<file path="config.mk">
export PLATFORM = sky130hd
export DESIGN_NAME = framed_packet_receiver_unit
export DESIGN_NICKNAME = d
export VERILOG_FILES = /design/src/design/fpr_pkg.sv /design/src/design/framed_packet_receiver_unit.sv
export SDC_FILE = /design/constraint.sdc
export NUM_CORES = 1
export LEC_CHECK = 0
export BUFFER_PORTS_ARGS = -buffer_cell sky130_fd_sc_hd__buf_2
export CAP_MARGIN = 40
export CORE_UTILIZATION = 59
export DETAILED_ROUTE_END_ITERATION = 12
export PLACE_DENSITY_LB_ADDON = 0.05
export SYNTH_ARGS = -nofsm -noshare
export SYNTH_HDL_FRONTEND = slang
export SYNTH_SLANG_ARGS = --single-unit
</file>
<file path="constraint.sdc">
create_clock -name aclk -period 11.2 [get_ports aclk]
set_input_delay 2.24 -clock aclk [delete_from_list [all_inputs] [get_ports aclk]]
set_output_delay 2.24 -clock aclk [all_outputs]
set_load 0.05 [all_outputs]
</file>
<file path="src/design/fpr_pkg.sv">
// Shared constants and types for the framed packet receiver.
// No dependencies; used by framed_packet_receiver_unit.
package fpr_pkg;

    localparam int STATUS_BYTES_DEF = 6;
    localparam int STATUS_BYTES_MAX = 8;
    localparam int STAT_FIELDS      = 6;

    localparam logic [7:0] HEADER_BYTE = 8'd170;
    localparam logic [7:0] NIB_LO      = 8'h0f;
    localparam logic [7:0] NIB_HI      = 8'hf0;

    localparam int S_TDATA_W = 16;
    localparam int M_TDATA_W = 80;
    localparam int RES_W     = 76;

    // Link status codes
    typedef enum logic [2:0] {
        ST_OFFLINE = 3'd0,
        ST_OK      = 3'd1,
        ST_HEADER  = 3'd2,
        ST_TRUNC   = 3'd3,
        ST_CORRUPT = 3'd4
    } link_status_t;

    // Result kind on m_tuser
    localparam logic KIND_PAYLOAD = 1'b0;
    localparam logic KIND_SUMMARY = 1'b1;

    // Input kind on s_tuser
    localparam logic REQ_BYTE    = 1'b0;
    localparam logic REQ_TIMEOUT = 1'b1;

    localparam logic [7:0] SB_RESET [STATUS_BYTES_MAX] =
        '{8'd255, 8'd255, 8'd255, 8'd255, 8'd80, 8'd100, 8'd0, 8'd0};

endpackage

</file>
<file path="src/design/framed_packet_receiver_unit.sv">
// Framed packet receiver: header, ID, status bytes, length, payload, footer.
// Results are registered into the output register, or into the skid register while it is held.
// Throughput: one input beat per cycle unless the skid holds a result; a two-entry
// output (register + skid) keeps s_tready high while one result waits on m_tready.
// Reset: synchronous active-low aresetn; waits for a header, link offline.
// Depends on fpr_pkg.
module framed_packet_receiver_unit #(
    parameter int STATUS_BYTES = fpr_pkg::STATUS_BYTES_DEF
) (
    input  logic                         aclk,
    input  logic                         aresetn,
    input  logic                         s_tvalid,
    output logic                         s_tready,
    // [7:0] rx_byte, [11:8] sent_id, [15:12] zero
    input  logic [fpr_pkg::S_TDATA_W-1:0] s_tdata,
    // [0] req_type
    input  logic                         s_tuser,
    output logic                         m_tvalid,
    input  logic                         m_tready,
    // [7:0] payload_byte, [10:8] status, [18:11] stat_a, [26:19] stat_b,
    // [34:27] stat_c, [42:35] stat_d, [50:43] stat_e, [58:51] stat_f,
    // [66:59] accept_len, [67] send_acked, [75:68] rx_id, [79:76] zero
    output logic [fpr_pkg::M_TDATA_W-1:0] m_tdata,
    // [0] kind
    output logic                         m_tuser
);

    typedef enum logic [2:0] {
        PH_HEADER,
        PH_ID,
        PH_STATUS,
        PH_LEN,
        PH_PAYLOAD,
        PH_FOOTER
    } phase_t;

    phase_t                phase_reg, phase_next;
    logic [7:0]            byte_count_reg, byte_count_next;
    logic [7:0]            frame_len_reg, frame_len_next;
    logic [7:0]            frame_id_reg, frame_id_next;
    logic [7:0]            running_sum_reg, running_sum_next;
    logic [7:0]            sb_reg [STATUS_BYTES];
    logic [7:0]            sb_next [STATUS_BYTES];
    fpr_pkg::link_status_t link_status_reg, link_status_next;
    logic [7:0]            last_id_reg, last_id_next;

    logic                          out_valid_reg, skid_valid_reg;
    logic [fpr_pkg::RES_W-1:0]     out_data_reg, skid_data_reg;
    logic                          out_user_reg, skid_user_reg;

    logic                      s_accept, out_take;
    logic                      timeout;
    logic [7:0]                rx_byte;
    logic [3:0]                sent_id;
    logic                      res_valid, res_user, res_summary;
    logic [7:0]                res_payload, res_acc;
    logic                      res_ack;
    logic [fpr_pkg::RES_W-1:0] res_data;
    logic [7:0]                stat_out [fpr_pkg::STAT_FIELDS];
    logic [7:0]                sum_plus;

    assign s_accept = s_tvalid && s_tready;
    assign out_take = out_valid_reg && m_tready;
    assign timeout  = (s_tuser == fpr_pkg::REQ_TIMEOUT);
    assign rx_byte  = s_tdata[7:0];
    assign sent_id  = s_tdata[11:8];
    assign sum_plus = running_sum_reg + rx_byte;

    always_comb begin
        phase_next       = phase_reg;
        byte_count_next  = byte_count_reg;
        frame_len_next   = frame_len_reg;
        frame_id_next    = frame_id_reg;
        running_sum_next = running_sum_reg;
        link_status_next = link_status_reg;
        last_id_next     = last_id_reg;
        for (int i = 0; i < STATUS_BYTES; i++) begin
            sb_next[i] = sb_reg[i];
        end
        res_valid   = 1'b0;
        res_summary = 1'b0;
        res_payload = 8'd0;
        res_acc     = 8'd0;
        res_ack     = 1'b0;

        if (phase_reg == PH_HEADER) begin
            if (!timeout && rx_byte == fpr_pkg::HEADER_BYTE) begin
                phase_next = PH_ID;
            end else begin
                if (link_status_reg != fpr_pkg::ST_OFFLINE) begin
                    link_status_next = fpr_pkg::ST_HEADER;
                end
                res_valid   = 1'b1;
                res_summary = 1'b1;
            end
        end else if (timeout) begin
            link_status_next = fpr_pkg::ST_TRUNC;
            phase_next       = PH_HEADER;
            res_valid        = 1'b1;
            res_summary      = 1'b1;
        end else begin
            unique case (phase_reg)
                PH_ID: begin
                    frame_id_next    = rx_byte;
                    running_sum_next = rx_byte;
                    byte_count_next  = 8'd0;
                    phase_next       = PH_STATUS;
                end
                PH_STATUS: begin
                    for (int i = 0; i < STATUS_BYTES; i++) begin
                        if (byte_count_reg == 8'(i)) begin
                            sb_next[i] = rx_byte;
                        end
                    end
                    running_sum_next = sum_plus;
                    byte_count_next  = byte_count_reg + 8'd1;
                    if (byte_count_reg == 8'(STATUS_BYTES - 1)) begin
                        phase_next = PH_LEN;
                    end
                end
                PH_LEN: begin
                    frame_len_next  = rx_byte;
                    byte_count_next = 8'd0;
                    phase_next      = (rx_byte != 8'd0) ? PH_PAYLOAD : PH_FOOTER;
                end
                PH_PAYLOAD: begin
                    running_sum_next = sum_plus;
                    byte_count_next  = byte_count_reg + 8'd1;
                    if (byte_count_next >= frame_len_reg) begin
                        phase_next = PH_FOOTER;
                    end
                    res_valid   = 1'b1;
                    res_payload = rx_byte;
                end
                PH_FOOTER: begin
                    phase_next  = PH_HEADER;
                    res_valid   = 1'b1;
                    res_summary = 1'b1;
                    if (rx_byte != running_sum_reg) begin
                        link_status_next = fpr_pkg::ST_CORRUPT;
                    end else begin
                        link_status_next = fpr_pkg::ST_OK;
                        if (frame_id_reg != last_id_reg) begin
                            res_ack = ((frame_id_reg & fpr_pkg::NIB_LO) == {4'd0, sent_id});
                            if ((frame_id_reg & fpr_pkg::NIB_HI) !=
                                (last_id_reg & fpr_pkg::NIB_HI) &&
                                frame_len_reg != 8'd0) begin
                                res_acc = frame_len_reg;
                            end
                            last_id_next = frame_id_reg;
                        end
                    end
                end
                default: begin
                    // header phase handled above
                    phase_next = PH_HEADER;
                end
            endcase
        end
    end

    // Unused status slots read zero
    for (genvar g = 0; g < fpr_pkg::STAT_FIELDS; g++) begin : g_stat
        if (g < STATUS_BYTES) begin : g_used
            assign stat_out[g] = sb_next[g];
        end else begin : g_unused
            assign stat_out[g] = 8'd0;
        end
    end

    assign res_user = res_summary ? fpr_pkg::KIND_SUMMARY : fpr_pkg::KIND_PAYLOAD;

    always_comb begin
        if (res_summary) begin
            res_data = {last_id_next, res_ack, res_acc,
                        stat_out[5], stat_out[4], stat_out[3],
                        stat_out[2], stat_out[1], stat_out[0],
                        link_status_next, 8'd0};
        end else begin
            res_data = {68'd0, res_payload};
        end
    end

    always_ff @(posedge aclk) begin
        if (!aresetn) begin
            phase_reg       <= PH_HEADER;
            byte_count_reg  <= 8'd0;
            frame_len_reg   <= 8'd0;
            frame_id_reg    <= 8'd0;
            running_sum_reg <= 8'd0;
            link_status_reg <= fpr_pkg::ST_OFFLINE;
            last_id_reg     <= 8'd0;
            for (int i = 0; i < STATUS_BYTES; i++) begin
                sb_reg[i] <= fpr_pkg::SB_RESET[i];
            end
            out_valid_reg  <= 1'b0;
            skid_valid_reg <= 1'b0;
        end else begin
            if (s_accept) begin
                phase_reg       <= phase_next;
                byte_count_reg  <= byte_count_next;
                frame_len_reg   <= frame_len_next;
                frame_id_reg    <= frame_id_next;
                running_sum_reg <= running_sum_next;
                link_status_reg <= link_status_next;
                last_id_reg     <= last_id_next;
                for (int i = 0; i < STATUS_BYTES; i++) begin
                    sb_reg[i] <= sb_next[i];
                end
            end
            if (skid_valid_reg) begin
                // drain skid into the output register; no beat accepted here
                if (out_take) begin
                    out_data_reg   <= skid_data_reg;
                    out_user_reg   <= skid_user_reg;
                    skid_valid_reg <= 1'b0;
                end
            end else if (s_accept && res_valid) begin
                if (!out_valid_reg || out_take) begin
                    out_data_reg  <= res_data;
                    out_user_reg  <= res_user;
                    out_valid_reg <= 1'b1;
                end else begin
                    skid_data_reg  <= res_data;
                    skid_user_reg  <= res_user;
                    skid_valid_reg <= 1'b1;
                end
            end else if (out_take) begin
                out_valid_reg <= 1'b0;
            end
        end
    end

    assign s_tready = !skid_valid_reg;
    assign m_tvalid = out_valid_reg;
    assign m_tdata  = {{(fpr_pkg::M_TDATA_W - fpr_pkg::RES_W){1'b0}}, out_data_reg};
    assign m_tuser  = out_user_reg;

`ifndef NO_ASSERTIONS
    a_skid_implies_out: assert property (@(posedge aclk) disable iff (!aresetn)
        skid_valid_reg |-> out_valid_reg)
        else $error("skid holds a beat while output register is empty");

    a_payload_clean: assert property (@(posedge aclk) disable iff (!aresetn)
        (out_valid_reg && out_user_reg == fpr_pkg::KIND_PAYLOAD)
            |-> out_data_reg[fpr_pkg::RES_W-1:8] == '0)
        else $error("payload beat carries summary fields");

    a_payload_len: assert property (@(posedge aclk) disable iff (!aresetn)
        (phase_reg == PH_PAYLOAD) |-> (frame_len_reg != 8'd0 &&
                                       byte_count_reg < frame_len_reg))
        else $error("payload phase with count past frame length");

    a_status_count: assert property (@(posedge aclk) disable iff (!aresetn)
        (phase_reg == PH_STATUS) |-> (byte_count_reg < 8'(STATUS_BYTES)))
        else $error("status byte count out of range");

    a_link_stays_up: assert property (@(posedge aclk) disable iff (!aresetn)
        (link_status_reg != fpr_pkg::ST_OFFLINE)
            |=> (link_status_reg != fpr_pkg::ST_OFFLINE))
        else $error("link fell back to offline");
`endif

endmodule
</file>
==> out/metrics.csv, run 1 <==
stage;metric;value;unit
run_status;status;finished clean;
clocking;post-CTS sizing;0;
clocking;CTS clk-pin slew, worst paths;0.06;ns
synthesis;Yosys cell types;71;
sta;Final Hold Violating Endpoints;0;
clocking;clock sink total;250;
cells_and_area;most frequent cells in the layout;edfxtp_1, nand2_1, nor2_1, buf_2, mux2i_1;
detailed_routing;DRC errors left;0;
detailed_routing;via count;7492;
clocking;CTS root buf;clkbuf_16;
floorplan;core footprint;18700;sq um
power_and_ir_drop;Max rail drop VDD;0.000118;V
setup_path;R2R cell count;7;
place;Placer Congestion;0.871;
synthesis;Synth Instances;948;
sta;Final setup viols;0;
floorplan;Starting Density;60.0;%
cells_and_area;layout cell share with drive strength beyond 1;17.7;%
setup_path;CP required;11.45;ns
clocking;CTS tree;yes;
detailed_routing;drt first pass iters;5;
clocking;H-tree depth;1;
synthesis;sequential share of the synthesized area;62.6;%
setup_path;Worst R2R Setup Slack;8.14;ns
sta;setup TNS;0;ns
job;Max-Cap Viols;0;
sta;Worst Skew;0.00814;ns
sta;final hold slack;0.454;ns
cells_and_area;Sequential Area;7030;sq um
grt;first-pass GRT wire length;38.7;mm
sta;Tcrit/Tclk final;43.1;%
floorplan;# IOs;104;
grt;largest net degree at the start of global routing;79;
grt;vias in the first global route;6985;
clocking;Post-CTS Setup Bufs;0;
synthesis;Async SR Flop Fraction;0;%
setup_path;Critical Path End Type;register;
clocking;CTS Hold Bufs;0;
sta;Max Slew Vio Count;0;
setup_path;Crit Path Max Fanout;12;
setup_path;Data arrival, critical path;5.08;ns
place;HPWL Detailed;15.0;mm
worst_hold_path;Min-Delay Endpoint;frame_len_reg[6];
floorplan;Die H;140;microns
synthesis;YS warnings;0;
detailed_routing;Avg WL per Cell;19.2;microns
synthesis;top cells by area, synth;edfxtp_1, dfxtp_1, mux2i_1;
clocking;cts bufs inserted;25;
synthesis;Synth top area share;54.0;%
cells_and_area;fin cells;1281;
sta;post-layout min period;4.83;ns
grt;Total Routing Usage GR;25.5;%
setup_path;FF-to-FF End;out_data_reg[63];
sta;Max Clk Rate;207;MHz
clocking;Max clock buf depth;3;
grt;grt total ovfl;0;
setup_path;critical path launch point type;input port;
synthesis;syn avg cell area;11.8;sq um
detailed_routing;WL final;24.6;mm
synthesis;Mapped Area;11200;sq um
floorplan;Die X;140;microns
grt;initial antenna violation count;0;
cells_and_area;commonest non-fill, non-tap cell in the layout;edfxtp_1;
worst_hold_path;Hold Path Stages;2;
synthesis;post-synthesis register bit count;250;
detailed_routing;Initial DRC Count;738;
cells_and_area;final net count;1069;
synthesis;number of enable flip-flop cells after synthesis;202;
detailed_routing;final antenna-violating net count;0;
setup_path;Critical Setup Path Class;input port to register;
floorplan;die area;19600;sq um
synthesis;Synth Flop Type;edfxtp_1;
cells_and_area;Area Growth Syn to Fin;13.8;%
sta;Worst-Margin Slew;0.834;ns
power_and_ir_drop;Lkg Pwr;4.56;nW
clocking;Clock Latency Late Sink;0.53;ns
cells_and_area;area of the multi-input gates;3920;sq um
cells_and_area;antenna diode count;0;
synthesis;top cell type by total area after synthesis;edfxtp_1;
sta;RSZ-0062 raised after global routing;false;
worst_hold_path;hold wc startpoint;frame_len_reg[6];
setup_path;Critical R2R Launch;skid_valid_reg;
floorplan;Cell Rows;50;
place;IO buf count;95;
detailed_routing;DR vias/cell;5.85;
cells_and_area;FILL cells;1365;
worst_hold_path;worst hold path class;register to register;
place;cell count after placement;1235;
power_and_ir_drop;Cell Pwr Density;157;nW/um^2
sta;Max-slew headroom;44.4;%
-- layer usage --
metal	GRT usage (%)	part of all wire, %
met5	0	0
met3	3.73	6.2
met4	7.69	2.5
met1	37.3	45
met2	39.6	46
-- kinds of logic after synthesis --
family,synth area share (%)
mux,7.51
fa+ha+maj,2.30
buf+inv,2.93
simple gates,14.4
other cells,0.0334
compound gates,8.25
xor+xnor,1.95
flops,62.6
-- worst max-delay path by stage --
stage | from | endpoint | slack [ns]
2_1_floorplan | s_tdata[6] | m_tuser | 2.16
3_3_place_gp | s_tdata[4] | out_data_reg[69] | 5.92
3_5_place_dp | s_tdata[4] | out_data_reg[69] | 5.91
4_1_cts | s_tdata[4] | out_data_reg[69] | 6.46
5_1_grt | s_tdata[4] | out_data_reg[69] | 6.28
6_report | s_tdata[4] | out_data_reg[69] | 6.37
-- worst max-delay path, cell delays in order --
cell and delay, ns:
buf_2 0.40, ha_1 0.43, nor4_1 0.34, nand4_1 0.59
nor2_1 0.62, mux2i_1 0.35, o31ai_1 0.09
-- area by class of cell --
class,count,share of cell area [%]
sequential,250,55.0
multi-input combinational,623,30.7
clock buffer,32,5.26
timing repair buffer,108,4.96
tap,234,2.29
clock inverter,14,1.23
inverter,20,0.588
-- Yosys cell counts (10+ instances only) --
library cell and number:
nand2_1 148, edfxtp_1 202, a21oi_1 36, mux2i_1 64, mux2_2 18, o21ai_0 27, nor4_1 12, nor3_1 13
ha_1 19, xor2_1 17, clkbuf_1 43, dfxtp_1 48, o21ai_1 28, nor2_1 104, nand3_1 17, inv_1 20
o31ai_1 14, and2_1 10
-- metrics by stage --
step           setup WS (ns)  total power [mW]  utilization, %  area, sq um
6_report                6.37              2.01            68.3        12800
5_1_grt                 6.28              2.07            68.3        12800
3_5_place_dp            5.91              1.19            63.9        11900
3_3_place_gp            5.92              1.18            63.4        11900
4_1_cts                 6.46              2.02            68.3        12800
2_1_floorplan           2.16              1.15               -        11200
-- power by group --
part / switching [mW] / internal, mW
sequential: 0.00501 / 1.02
clock: 0.346 / 0.495
combinational: 0.110 / 0.0296
Note: power is estimated with default switching activity, not from simulation.
==> inputs of run 2 (changes only) <==
clock period = 4.9 ns   (was 11.2 ns; I/O delays follow)
==> out/metrics.csv, run 2 (same netlist as run 1, synthesis figures left out) <==
stage;metric;value;unit
clocking;Max clock buf depth;3;
cells_and_area;FILL cells;1426;
power_and_ir_drop;Max rail drop VDD;0.000260;V
setup_path;Critical Path End Type;primary output;
floorplan;# IOs;104;
cells_and_area;final net count;1069;
floorplan;Die H;140;microns
grt;vias in the first global route;7099;
grt;largest net degree at the start of global routing;79;
sta;Tcrit/Tclk final;64.6;%
detailed_routing;Avg WL per Cell;18.8;microns
floorplan;Starting Density;60.0;%
grt;first-pass GRT wire length;38.6;mm
sta;Final setup viols;0;
clocking;Clock Latency Late Sink;0.52;ns
power_and_ir_drop;Sw Pwr;1.04;mW
clocking;H-tree depth;1;
clocking;CTS Hold Bufs;0;
power_and_ir_drop;Lkg Pwr;4.55;nW
job;Max-Cap Viols;0;
sta;Max-slew headroom;44.2;%
sta;final hold slack;0.461;ns
floorplan;Cell Rows;50;
setup_path;R2R cell count;5;
detailed_routing;DR vias/cell;5.85;
clocking;CTS clk-pin slew, worst paths;0.06;ns
clocking;cts bufs inserted;25;
grt;Total Routing Usage GR;25.4;%
setup_path;Data arrival, critical path;2.19;ns
detailed_routing;Initial DRC Count;513;
sta;Worst Skew;0.0100;ns
setup_path;CP required;3.92;ns
clocking;clock sink total;250;
worst_hold_path;worst hold path class;register to register;
setup_path;critical path launch point type;register;
grt;grt total ovfl;0;
floorplan;Die X;140;microns
clocking;CTS tree;yes;
sta;post-layout min period;3.17;ns
setup_path;Critical R2R Launch;phase_reg[1];
sta;Max Clk Rate;316;MHz
clocking;CTS root buf;clkbuf_16;
detailed_routing;drt first pass iters;5;
detailed_routing;WL final;24.1;mm
sta;Max Slew Vio Count;0;
detailed_routing;DRC errors left;0;
sta;Final Hold Violating Endpoints;0;
run_status;status;finished clean;
power_and_ir_drop;internal power;3.54;mW
place;HPWL Detailed;14.6;mm
place;IO buf count;95;
setup_path;Setup crit end;s_tready;
floorplan;core footprint;18700;sq um
clocking;post-CTS sizing;0;
power_and_ir_drop;Cell Pwr Density;359;nW/um^2
cells_and_area;area of the multi-input gates;3910;sq um
cells_and_area;Area Growth Syn to Fin;13.5;%
sta;setup TNS;0;ns
place;Placer Congestion;0.910;
sta;RSZ-0062 raised after global routing;false;
cells_and_area;fin cells;1279;
power_and_ir_drop;sequential share of power;51.3;%
cells_and_area;layout cell share with drive strength beyond 1;17.5;%
power_and_ir_drop;Clk network pwr share;41.8;%
sta;Worst-Margin Slew;0.837;ns
setup_path;Critical Setup Path Class;register to primary output;
setup_path;Worst R2R Setup Slack;2.00;ns
setup_path;Crit Path Max Fanout;78;
setup_path;Critical Path Source;skid_valid_reg;
power_and_ir_drop;combinational power share;6.8;%
cells_and_area;commonest non-fill, non-tap cell in the layout;edfxtp_1;
detailed_routing;final antenna-violating net count;0;
cells_and_area;Sequential Area;7030;sq um
cells_and_area;most frequent cells in the layout;edfxtp_1, nand2_1, nor2_1, buf_2, mux2i_1;
detailed_routing;via count;7488;
cells_and_area;antenna diode count;0;
clocking;Post-CTS Setup Bufs;0;
place;cell count after placement;1235;
floorplan;die area;19600;sq um
power_and_ir_drop;sw frac;22.6;%
grt;initial antenna violation count;1;
setup_path;FF-to-FF End;out_data_reg[18];
## run 2: metal layers
metal	up-vias	global-route usage, %	share of wire, %
li1	3586	-	-
met1	3605	37.0	46
met2	258	40.2	46
met3	39	3.35	5.6
met4	0	6.71	2.4
met5	-	0	0
## run 2: worst min-delay path by stage
stage                                 from                to  slack, ns  cells after the start
after global routing      frame_len_reg[3]  frame_len_reg[3]       0.48                      2
final                     frame_len_reg[5]  frame_len_reg[5]       0.46                      2
after global placement    frame_len_reg[2]  frame_len_reg[2]       0.44                      2
after detailed placement  frame_len_reg[2]  frame_len_reg[2]       0.45                      2
after CTS                 frame_len_reg[2]  frame_len_reg[2]       0.46                      2
after floorplan           frame_len_reg[1]  frame_len_reg[1]       0.44                      2
## run 2: power by group through the flow
| stage | Sequential, mW | Combinational, mW | Clock, mW |
|---|---|---|---|
| floorplan | 2.49 | 0.127 | 0 |
| global placement | 2.39 | 0.308 | 0 |
| detailed placement | 2.39 | 0.314 | 0 |
| CTS | 2.35 | 0.315 | 1.94 |
| global route | 2.35 | 0.333 | 2.01 |
| finish | 2.35 | 0.313 | 1.91 |
## run 2: cell type report
type	instances	share of cell area [%]
Tap cell	234	2.30
Sequential cell	250	55.2
Multi-Input combinational cell	623	30.7
Clock buffer	27	4.97
Inverter	20	0.589
Clock inverter	17	1.42
Timing Repair Buffer	108	4.85
## run 2: per-stage QoR
step | power (mW) | setup slack, ns | util (%) | area, sq um
global route | 4.70 | 1.59 | 68.1 | 12700
floorplan | 2.62 | 0.591 | - | 11200
global placement | 2.70 | 1.34 | 63.6 | 11900
CTS | 4.60 | 1.73 | 68.1 | 12700
detailed placement | 2.71 | 1.36 | 63.8 | 11900
finish | 4.58 | 1.73 | 68.1 | 12700
## run 2: worst max-delay path, stage by stage, from the launching register on
cell and delay, ns:
dfxtp_2 0.33, buf_4 0.67, inv_1 0.13, buf_4 0.28
buf_2 0.25
